===== src/hw/rtl/gbns_pkg.sv =====
`timescale 1ns / 1ps
// Shared types, codes and constants for the go-back-N sender window unit.
// No dependencies; the RTL files that use it refer to it by scoped names, the bench imports it.
package gbns_pkg;

  // Default sizing
  localparam int RING_DEPTH_DEF   = 32;
  localparam int PACKET_BYTES_DEF = 52;

  // Divide by ten through a reciprocal: x/10 == (x*52429) >> 19 for 16-bit x
  localparam logic [15:0] RECIP_TENTH = 16'd52429;
  localparam int          TENTH_SHIFT = 19;

  // Command codes of an input item
  localparam logic [2:0] CMD_DATA    = 3'd0;
  localparam logic [2:0] CMD_ACK     = 3'd1;
  localparam logic [2:0] CMD_TIMEOUT = 3'd2;
  localparam logic [2:0] CMD_SYNACK  = 3'd3;

  // Result kinds
  localparam logic [2:0] KIND_NEW     = 3'd0;
  localparam logic [2:0] KIND_RETX    = 3'd1;
  localparam logic [2:0] KIND_HSK     = 3'd2;
  localparam logic [2:0] KIND_REFUSED = 3'd3;
  localparam logic [2:0] KIND_NONE    = 3'd4;

  // Configuration register indexes
  localparam int          CFG_IDX_W    = 1;
  localparam logic [0:0]  CFG_ADV_WIN  = 1'd0;
  localparam logic [0:0]  CFG_FIRST_SQ = 1'd1;

  typedef struct packed {
    logic [2:0]  command;
    logic [15:0] payload_handle;
    logic [15:0] ack_number;
    logic [15:0] peer_sequence;
    logic        ecn_mark;
  } in_item_t;

  typedef struct packed {
    logic [2:0]  kind;
    logic [15:0] out_sequence;
    logic [15:0] out_ack_number;
    logic [15:0] out_payload;
    logic [15:0] congestion_bytes;
    logic        last;
  } out_item_t;

  // Window update request from the sequencer to the window unit
  typedef struct packed {
    logic commit;
    logic ecn;
    logic grow;
    logic reset_one;
    logic halve;
  } cwnd_ctl_t;

endpackage


===== src/hw/rtl/gbns_ram.sv =====
`timescale 1ns / 1ps
// Generic single-write, single-read RAM with registered read data.
// No dependencies.
module gbns_ram #(
  parameter int WIDTH = 16,
  parameter int DEPTH = 32
) (
  input  logic                     clk,
  input  logic                     we,
  input  logic [$clog2(DEPTH)-1:0] waddr,
  input  logic [WIDTH-1:0]         wdata,
  input  logic                     re,
  input  logic [$clog2(DEPTH)-1:0] raddr,
  output logic [WIDTH-1:0]         rdata
);

  logic [WIDTH-1:0] mem_r [DEPTH];
  logic [WIDTH-1:0] rdata_r;

  // Write port and registered read port
  always_ff @(posedge clk) begin
    if (we) begin
      mem_r[waddr] <= wdata;
    end
    if (re) begin
      rdata_r <= mem_r[raddr];
    end
  end

  assign rdata = rdata_r;

endmodule


===== src/hw/rtl/gbns_cwnd.sv =====
`timescale 1ns / 1ps
// Congestion window register and its update arithmetic.
// Depends on gbns_pkg for the control struct and the tenth reciprocal.
module gbns_cwnd #(
  parameter int PACKET_BYTES = gbns_pkg::PACKET_BYTES_DEF
) (
  input  logic                clk,
  input  logic                rst_n,
  input  gbns_pkg::cwnd_ctl_t ctl,
  output logic [15:0]         cw
);

  localparam logic [16:0] PB17  = 17'(PACKET_BYTES);
  localparam logic [16:0] WMAX  = 17'(65535);

  logic [15:0] cw_r, cw_nxt;
  logic [31:0] prod_r;
  logic [15:0] tenth;
  logic [16:0] w_ecn, w_add, w_upd, w_fin;

  // Window times reciprocal of ten, registered ahead of the commit cycle
  always_ff @(posedge clk) begin
    prod_r <= 32'(cw_r) * 32'(gbns_pkg::RECIP_TENTH);
  end

  // Cut, grow, reset or halve, then floor at one packet
  always_comb begin
    tenth = 16'(prod_r[31:gbns_pkg::TENTH_SHIFT]);
    w_ecn = ctl.ecn ? 17'(cw_r - tenth) : 17'(cw_r);
    w_add = w_ecn + PB17;
    w_upd = w_ecn;
    if (ctl.grow) begin
      w_upd = (w_add > WMAX) ? WMAX : w_add;
    end
    if (ctl.reset_one) begin
      w_upd = PB17;
    end
    if (ctl.halve) begin
      w_upd = 17'(cw_r >> 1);
    end
    w_fin  = (w_upd < PB17) ? PB17 : w_upd;
    cw_nxt = ctl.commit ? w_fin[15:0] : cw_r;
  end

  always_ff @(posedge clk) begin
    if (!rst_n) begin
      cw_r <= PB17[15:0];
    end else begin
      cw_r <= cw_nxt;
    end
  end

  assign cw = cw_r;

endmodule


===== src/hw/rtl/go_back_n_sender_window_unit.sv =====
`timescale 1ns / 1ps
// Go-back-N sender: new data and unknown commands are decoded in the evaluate state and
// give a single registered result. Acks, timeouts and syn-acks pass through decode, window
// update and post states, then stream any retransmits from the ring RAM at one per cycle
// after a registered read; with nothing to resend they give a single result instead.
// Synchronous active-low reset: window one packet, sequences zero, ring empty.
// Results cannot be stalled; each result shows for one cycle on out_valid.
module go_back_n_sender_window_unit #(
  parameter int RING_DEPTH   = gbns_pkg::RING_DEPTH_DEF,
  parameter int PACKET_BYTES = gbns_pkg::PACKET_BYTES_DEF
) (
  input  logic                             clk,
  input  logic                             rst_n,
  input  logic                             start,
  output logic                             busy,
  input  gbns_pkg::in_item_t               in_data,
  output logic                             out_valid,
  output gbns_pkg::out_item_t              out_data,
  input  logic                             cfg_valid,
  output logic                             cfg_ready,
  input  logic [gbns_pkg::CFG_IDX_W-1:0]   cfg_index,
  input  logic [15:0]                      cfg_data
);

  localparam int HW   = $clog2(RING_DEPTH);
  localparam int CNTW = $clog2(RING_DEPTH + 1);
  localparam int PBW  = $clog2(PACKET_BYTES + 1);
  localparam int MW   = 17 + PBW;
  localparam logic [CNTW:0] DEPTH_W = (CNTW + 1)'(RING_DEPTH);

  localparam logic [2:0] ST_IDLE   = 3'd0;
  localparam logic [2:0] ST_EVAL   = 3'd1;
  localparam logic [2:0] ST_WIN    = 3'd2;
  localparam logic [2:0] ST_POST   = 3'd3;
  localparam logic [2:0] ST_RESEND = 3'd4;

  logic [2:0]       state_r, state_nxt;
  logic [7:0]       adv_r, adv_nxt;
  logic [15:0]      base_r, base_nxt;
  logic [15:0]      next_r, next_nxt;
  logic [15:0]      lack_r, lack_nxt;
  logic [1:0]       dc_r, dc_nxt;
  logic [HW-1:0]    head_r, head_nxt;
  logic [CNTW-1:0]  count_r, count_nxt;

  // Latched input item
  gbns_pkg::in_item_t item_r, item_nxt;

  // Decisions carried from decode to the window commit
  logic ecn_f_r, ecn_f_nxt;
  logic grow_r, grow_nxt;
  logic one_r, one_nxt;
  logic halve_r, halve_nxt;
  logic resend_r, resend_nxt;

  // Retransmit walk and read pipeline
  logic [CNTW-1:0]  rd_idx_r, rd_idx_nxt;
  logic [HW-1:0]    rd_slot_r, rd_slot_nxt;
  logic [15:0]      rd_seq_r, rd_seq_nxt;
  logic             pv_r, pv_nxt;
  logic             plast_r, plast_nxt;
  logic [15:0]      pseq_r, pseq_nxt;

  logic                out_valid_r, out_valid_nxt;
  gbns_pkg::out_item_t out_r, out_nxt;

  // RAM and window unit hookups
  logic                ram_we, ram_re;
  logic [HW-1:0]       ram_waddr, ram_raddr;
  logic [15:0]         ram_wdata, ram_rdata;
  gbns_pkg::cwnd_ctl_t cw_ctl;
  logic [15:0]         cw;

  // Decode helpers
  logic [15:0]   outst, ack_gap;
  logic [16:0]   outst1;
  logic [MW-1:0] need_bytes;
  logic          admit, inorder, pop_ok, dup3;
  logic [CNTW-1:0] pop_n;
  logic [CNTW:0] wsum, psum;
  logic [HW-1:0] wslot, pslot;
  logic [1:0]    dc_inc;
  logic          issue;

  gbns_ram #(
    .WIDTH (16),
    .DEPTH (RING_DEPTH)
  ) u_ring (
    .clk   (clk),
    .we    (ram_we),
    .waddr (ram_waddr),
    .wdata (ram_wdata),
    .re    (ram_re),
    .raddr (ram_raddr),
    .rdata (ram_rdata)
  );

  gbns_cwnd #(
    .PACKET_BYTES (PACKET_BYTES)
  ) u_cwnd (
    .clk   (clk),
    .rst_n (rst_n),
    .ctl   (cw_ctl),
    .cw    (cw)
  );

  // Window admission and ack distance
  always_comb begin
    outst      = next_r - base_r;
    outst1     = 17'(outst) + 17'd1;
    need_bytes = MW'(outst1) * MW'(PACKET_BYTES);
    admit      = (outst1 <= 17'(adv_r)) && (need_bytes <= MW'(cw)) &&
                 ((CNTW + 1)'(count_r) < DEPTH_W);
    ack_gap    = item_r.ack_number - base_r;
    inorder    = (ack_gap == 16'd1) && (outst != 16'd0) && (count_r != '0);
    pop_ok     = (ack_gap != 16'd0) && !ack_gap[15] && (ack_gap <= outst) &&
                 (ack_gap <= 16'(count_r));
    pop_n      = inorder ? CNTW'(1) : (pop_ok ? ack_gap[CNTW-1:0] : '0);
    wsum       = (CNTW + 1)'(head_r) + (CNTW + 1)'(count_r);
    wslot      = (wsum >= DEPTH_W) ? HW'(wsum - DEPTH_W) : HW'(wsum);
    psum       = (CNTW + 1)'(head_r) + (CNTW + 1)'(pop_n);
    pslot      = (psum >= DEPTH_W) ? HW'(psum - DEPTH_W) : HW'(psum);
    dc_inc     = (item_r.ack_number == lack_r) ? dc_r + 2'd1 : 2'd0;
    dup3       = !inorder && (dc_inc == 2'd3);
    issue      = (state_r == ST_RESEND) && (rd_idx_r < count_r);
  end

  // Sequencer
  always_comb begin
    state_nxt     = state_r;
    adv_nxt       = adv_r;
    base_nxt      = base_r;
    next_nxt      = next_r;
    lack_nxt      = lack_r;
    dc_nxt        = dc_r;
    head_nxt      = head_r;
    count_nxt     = count_r;
    item_nxt      = item_r;
    ecn_f_nxt     = ecn_f_r;
    grow_nxt      = grow_r;
    one_nxt       = one_r;
    halve_nxt     = halve_r;
    resend_nxt    = resend_r;
    rd_idx_nxt    = rd_idx_r;
    rd_slot_nxt   = rd_slot_r;
    rd_seq_nxt    = rd_seq_r;
    pv_nxt        = 1'b0;
    plast_nxt     = plast_r;
    pseq_nxt      = pseq_r;
    out_valid_nxt = 1'b0;
    out_nxt       = out_r;
    ram_we        = 1'b0;
    ram_waddr     = wslot;
    ram_wdata     = item_r.payload_handle;
    ram_re        = issue;
    ram_raddr     = rd_slot_r;
    cw_ctl        = '0;

    // Apply configuration writes while idle
    if (cfg_valid && cfg_ready) begin
      case (cfg_index)
        gbns_pkg::CFG_ADV_WIN: begin
          adv_nxt = cfg_data[7:0];
        end
        gbns_pkg::CFG_FIRST_SQ: begin
          base_nxt  = cfg_data;
          next_nxt  = cfg_data;
          head_nxt  = '0;
          count_nxt = '0;
        end
        default: begin
        end
      endcase
    end

    case (state_r)
      ST_IDLE: begin
        if (start) begin
          item_nxt  = in_data;
          state_nxt = ST_EVAL;
        end
      end

      ST_EVAL: begin
        ecn_f_nxt  = 1'b0;
        grow_nxt   = 1'b0;
        one_nxt    = 1'b0;
        halve_nxt  = 1'b0;
        resend_nxt = 1'b0;
        state_nxt  = ST_WIN;
        case (item_r.command)
          gbns_pkg::CMD_DATA: begin
            // Send into the ring or refuse
            out_valid_nxt = 1'b1;
            out_nxt       = '0;
            out_nxt.congestion_bytes = cw;
            out_nxt.last  = 1'b1;
            if (admit) begin
              ram_we               = 1'b1;
              count_nxt            = count_r + CNTW'(1);
              next_nxt             = next_r + 16'd1;
              out_nxt.kind         = gbns_pkg::KIND_NEW;
              out_nxt.out_sequence = next_r;
              out_nxt.out_payload  = item_r.payload_handle;
            end else begin
              out_nxt.kind = gbns_pkg::KIND_REFUSED;
            end
            state_nxt = ST_IDLE;
          end
          gbns_pkg::CMD_ACK: begin
            // Pop acked entries, count duplicates
            ecn_f_nxt = item_r.ecn_mark;
            grow_nxt  = inorder;
            head_nxt  = pslot;
            count_nxt = count_r - pop_n;
            base_nxt  = base_r + 16'(pop_n);
            if (!inorder) begin
              lack_nxt   = item_r.ack_number;
              dc_nxt     = dup3 ? 2'd0 : dc_inc;
              one_nxt    = dup3;
              resend_nxt = dup3;
            end
          end
          gbns_pkg::CMD_TIMEOUT: begin
            halve_nxt  = 1'b1;
            resend_nxt = 1'b1;
          end
          gbns_pkg::CMD_SYNACK: begin
            resend_nxt = 1'b1;
          end
          default: begin
            out_valid_nxt = 1'b1;
            out_nxt       = '0;
            out_nxt.kind  = gbns_pkg::KIND_NONE;
            out_nxt.congestion_bytes = cw;
            out_nxt.last  = 1'b1;
            state_nxt     = ST_IDLE;
          end
        endcase
      end

      ST_WIN: begin
        // Commit the window update
        cw_ctl.commit    = 1'b1;
        cw_ctl.ecn       = ecn_f_r;
        cw_ctl.grow      = grow_r;
        cw_ctl.reset_one = one_r;
        cw_ctl.halve     = halve_r;
        state_nxt        = ST_POST;
      end

      ST_POST: begin
        rd_idx_nxt  = '0;
        rd_slot_nxt = head_r;
        rd_seq_nxt  = base_r;
        out_nxt     = '0;
        out_nxt.congestion_bytes = cw;
        if (item_r.command == gbns_pkg::CMD_SYNACK) begin
          // Handshake ack ahead of the retransmits
          out_valid_nxt          = 1'b1;
          out_nxt.kind           = gbns_pkg::KIND_HSK;
          out_nxt.out_sequence   = item_r.ack_number + 16'd1;
          out_nxt.out_ack_number = item_r.peer_sequence + 16'd1;
          out_nxt.last           = (count_r == '0);
          state_nxt = (count_r == '0) ? ST_IDLE : ST_RESEND;
        end else if (resend_r && (count_r != '0)) begin
          state_nxt = ST_RESEND;
        end else begin
          out_valid_nxt = 1'b1;
          out_nxt.kind  = gbns_pkg::KIND_NONE;
          out_nxt.last  = 1'b1;
          state_nxt     = ST_IDLE;
        end
      end

      ST_RESEND: begin
        // Walk the ring, one read a cycle
        if (issue) begin
          rd_idx_nxt  = rd_idx_r + CNTW'(1);
          rd_slot_nxt = ((CNTW + 1)'(rd_slot_r) == DEPTH_W - (CNTW + 1)'(1)) ?
                        '0 : rd_slot_r + HW'(1);
          rd_seq_nxt  = rd_seq_r + 16'd1;
          pv_nxt      = 1'b1;
          pseq_nxt    = rd_seq_r;
          plast_nxt   = (rd_idx_r == count_r - CNTW'(1));
        end
        if (pv_r) begin
          out_valid_nxt        = 1'b1;
          out_nxt              = '0;
          out_nxt.kind         = gbns_pkg::KIND_RETX;
          out_nxt.out_sequence = pseq_r;
          out_nxt.out_payload  = ram_rdata;
          out_nxt.congestion_bytes = cw;
          out_nxt.last         = plast_r;
          if (plast_r) begin
            state_nxt = ST_IDLE;
          end
        end
      end

      default: begin
        state_nxt = ST_IDLE;
      end
    endcase
  end

  // Control registers
  always_ff @(posedge clk) begin
    if (!rst_n) begin
      state_r     <= ST_IDLE;
      adv_r       <= 8'd1;
      base_r      <= 16'd0;
      next_r      <= 16'd0;
      lack_r      <= 16'd0;
      dc_r        <= 2'd0;
      head_r      <= '0;
      count_r     <= '0;
      pv_r        <= 1'b0;
      out_valid_r <= 1'b0;
    end else begin
      state_r     <= state_nxt;
      adv_r       <= adv_nxt;
      base_r      <= base_nxt;
      next_r      <= next_nxt;
      lack_r      <= lack_nxt;
      dc_r        <= dc_nxt;
      head_r      <= head_nxt;
      count_r     <= count_nxt;
      pv_r        <= pv_nxt;
      out_valid_r <= out_valid_nxt;
    end
  end

  // Payload registers
  always_ff @(posedge clk) begin
    item_r    <= item_nxt;
    ecn_f_r   <= ecn_f_nxt;
    grow_r    <= grow_nxt;
    one_r     <= one_nxt;
    halve_r   <= halve_nxt;
    resend_r  <= resend_nxt;
    rd_idx_r  <= rd_idx_nxt;
    rd_slot_r <= rd_slot_nxt;
    rd_seq_r  <= rd_seq_nxt;
    plast_r   <= plast_nxt;
    pseq_r    <= pseq_nxt;
    out_r     <= out_nxt;
  end

  assign busy      = (state_r != ST_IDLE);
  assign cfg_ready = (state_r == ST_IDLE);
  assign out_valid = out_valid_r;
  assign out_data  = out_r;

endmodule


===== config.mk =====
export PLATFORM = sky130hd
export DESIGN_NAME = go_back_n_sender_window_unit
export DESIGN_NICKNAME = d
export VERILOG_FILES = /design/src/hw/rtl/gbns_pkg.sv /design/src/hw/rtl/gbns_ram.sv /design/src/hw/rtl/gbns_cwnd.sv /design/src/hw/rtl/go_back_n_sender_window_unit.sv
export SDC_FILE = /design/constraint.sdc
export NUM_CORES = 2
export LEC_CHECK = 0
export BUFFER_PORTS_ARGS = -buffer_cell sky130_fd_sc_hd__buf_2
export CAP_MARGIN = 25
export CORE_UTILIZATION = 55
export CTS_BUF_LIST = sky130_fd_sc_hd__clkbuf_8 sky130_fd_sc_hd__clkbuf_16
export DETAILED_ROUTE_END_ITERATION = 7
export PLACE_DENSITY = 0.72
export SLEW_MARGIN = 20
export SYNTH_ARGS = -nofsm -noshare
export SYNTH_HDL_FRONTEND = slang
export SYNTH_SLANG_ARGS = --single-unit

===== constraint.sdc =====
create_clock -name clk -period 12.2 [get_ports clk]
set_clock_uncertainty 0.1 [all_clocks]
set_input_delay 1.83 -clock clk [delete_from_list [all_inputs] [get_ports clk]]
set_output_delay 1.83 -clock clk [all_outputs]
set_load 0.02 [all_outputs]

==> results.yml <==
clock_tree:
  ctsHoldBuffers: 0
  clock_path_buffers: 3
  numCtsBuffers: 85
  worst_skew_pair.late_latency_ns: 0.66
  post-cts-setup-buffers: 0
  cts_root_buf: "clkbuf_16"
  cts_resized: 0
  clock_sinks: 800
  path_clk_slew_ns: 0.06
  cts_tree: "built"
  htree_levels: 3
critical_path:
  regToRegSetupSlack_ns: 1.75
  timing.rr.end: "u_ring.mem_r[11][3]"
  r2r_cells: 30
  critPathKind: "reg -> reg"
  path_common_cell: "ha_1"
  start_kind: "register"
  cp-end-kind: "register"
  worstPathMaxFanout: 32
  path_buf_inv: 3
  path_delay_family: "simple AND/OR/NAND/NOR gates"
  path_depth: 30
  cp_slowest_cell: "nor2_2"
  rr_startpoint: "base_r[1]"
  arrival_ns: 10.63
  max_stage_delay_ns: 1.01
  cp_data_required_time_ns: 12.38
placement:
  gp_congestion: 0.941
  pre_cts_ws_ns: 1.84
  hpwlAfterDp_mm: 78.2
  port_buffers: 143
synth:
  yosys.cell_types.count: 89
  synth_compound_area_share_pct: 10.3
  yosys_warnings: 0
  synth_edf_count: 697
  yosys-top-cells-area: "edfxtp_1 48%, ha_1 8.6%, dfxtp_1 4.7%"
  yosysSeqAreaShare_pct: 52.7
  async_flop_share_pct: 0
  ys_ff_latch: 800
  synthTopCellsByCount: "697 x edfxtp_1, 300 x ha_1, 295 x inv_1"
  syn_nets: 4021
  synth-xor-area-share_pct: 3.21
  synth_top_area_share_pct: 48.0
  syn_inst: 3546
  netlist_area_um2: 43600
  synth_simple_gate_area_share_pct: 9.45
  synthMostInstantiatedCell: "edfxtp_1"
  synth_top_family_by_area: "adder cells"
  synth_mux_area_share_pct: 7.29
  synth_ff_type: "edfxtp_1"
  synth.avg_cell_area_um2: 12.3
  synthAdderAreaFrac_pct: 13.3
  post-synth-top-area-cell: "edfxtp_1"
timing:
  whs_ns: 0.389
  fin_crit_ns: 10.45
  drv_slew: 0
  final-hold-violation-count: 0
  fin_crit_sh_pct: 85.6
  relSlewSlack_pct: 27.5
  rsz0062_at_grt: "no"
  setup_violations: 0
  timing.final.ws_setup_ns: 1.75
  timing.fmax_ghz: 0.0957
  tightest_slew_ns: 1.09
  setup_tns_ns: 0
floorplan:
  fp.dieW_um: 284
  start_util_pct: 55.9
  die_h_um: 284
  die_area_um2: 80400
  core_area_um2: 78000
  io_pins: 144
  placementRows: 102
global_routing:
  grt_pass1_wl_mm: 172
  grt_max_degree: 144
  grtUsageMet3_pct: 4.83
  busiest_layer: "met2"
  gr-usage-met2_pct: 43.3
  first_global_vias: 28600
  gr-usage-all-layers_pct: 28.1
  use_met1_pct: 40.3
  grt_antenna_before_repair: 7
  grt-ovfl-total: 0
worst_hold_path:
  min_path_type: "reg -> reg"
  worstHoldPathCells: 0
  holdCritStartpoint: "rd_seq_r[1]"
  hold_end: "pseq_r[1]"
cells_and_area:
  final_layout_size_suffix_gt1_share_pct: 11.8
  fin_util_pct: 62.0
  area_growth_pct: 11.0
  fin_nets: 4169
  nFillCells: 6024
routing:
  dr.pass1.iters: 6
  drc: 0
  drt_iter0_markers: 3161
  vias: 29500
  ant_nets: 0
  wirelength_mm: 113
  avgViaCountPerCell: 6.13
  post_drt_wl_per_cell_um: 23.6
power:
  p_per_area_nw_per_um2: 158
  ir_drop_uv: 180
  p_leak_nw: 18.7
  total_power_w: 0.00764
run_status:
  status: "finished clean"
flow_run:
  maxCapViolations: 0
[flip-flops by register name, indices dropped and copies added, names as in the netlist, 6 cells and up]
name,flops
base_r,16
rd_seq_r,16
count_r,6
u_ring.rdata,16
pseq_r,16
item_r,36
u_ring.mem_r,512
next_r,16
adv_r,8
u_cwnd.prod_r,13
rd_idx_r,6
ram_wdata,16
lack_r,16
u_cwnd.cw,16
out_data,68
[kinds of logic after synthesis]
kind of cell	Yosys count
multiplexers	237
flip-flops	800
adder cells (fa/ha/maj)	402
buffers and inverters	427
AND/OR/NAND/NOR	867
AO/OA/AOI/OAI	653
XOR/XNOR	160
[worst max-delay path by stage]
stage | endpoint | start | slack (ns)
2_1_floorplan | u_ring.mem_r[16][0] | base_r[1] | 3.39
3_3_place_gp | u_ring.mem_r[11][11] | base_r[1] | 1.98
3_5_place_dp | u_ring.mem_r[27][13] | base_r[1] | 1.84
4_1_cts | u_ring.mem_r[27][0] | base_r[1] | 1.85
5_1_grt | u_ring.mem_r[11][5] | base_r[1] | 1.19
6_report | u_ring.mem_r[11][3] | base_r[1] | 1.75
[report_power, final]
part	switching, W	leakage, nW	internal [W]
Combinational	0.00118	10.1	0.000843
Sequential	0.0000447	7.14	0.00302
Clock	0.00112	1.41	0.00143
[per-layer routing]
layer  up-vias  part of all wire, %
met4         0                  3.5
met3       241                  9.0
met1     14400                   43
li1      13500                    -
met5         -                    0
met2      1392                   45
[stage by stage]
stage,area [um2],std cells
3_5_place_dp,45600,4644
4_1_cts,48300,4801
3_3_place_gp,45500,4643
2_1_floorplan,43600,3546
5_1_grt,48400,4804
6_report,48400,4808
[final cells by class]
class / instances / area, um2 / share of cell area, %
Antenna cell: 4 / 10.0 / 0.0207
Clock buffer: 86 / 2150 / 4.45
Clock inverter: 71 / 631 / 1.30
Inverter: 295 / 1110 / 2.29
Multi-Input combinational cell: 2319 / 19100 / 39.4
Sequential cell: 800 / 23000 / 47.5
Tap cell: 1040 / 1300 / 2.69
Timing Repair Buffer: 193 / 1110 / 2.29
[cell usage in the layout (no fill, tap or decap), types with 86 or more instances in the layout]
| cell type | count |
|---|---|
| a21oi_1 | 111 |
| buf_2 | 143 |
| clkbuf_16 | 86 |
| dfxtp_1 | 103 |
| edfxtp_1 | 697 |
| fa_1 | 102 |
| ha_1 | 300 |
| inv_1 | 311 |
| mux2i_1 | 168 |
| nand2_1 | 238 |
| nor2_1 | 267 |
| o21ai_0 | 151 |
| xnor2_1 | 108 |
Power figures use the tool's default switching activity.
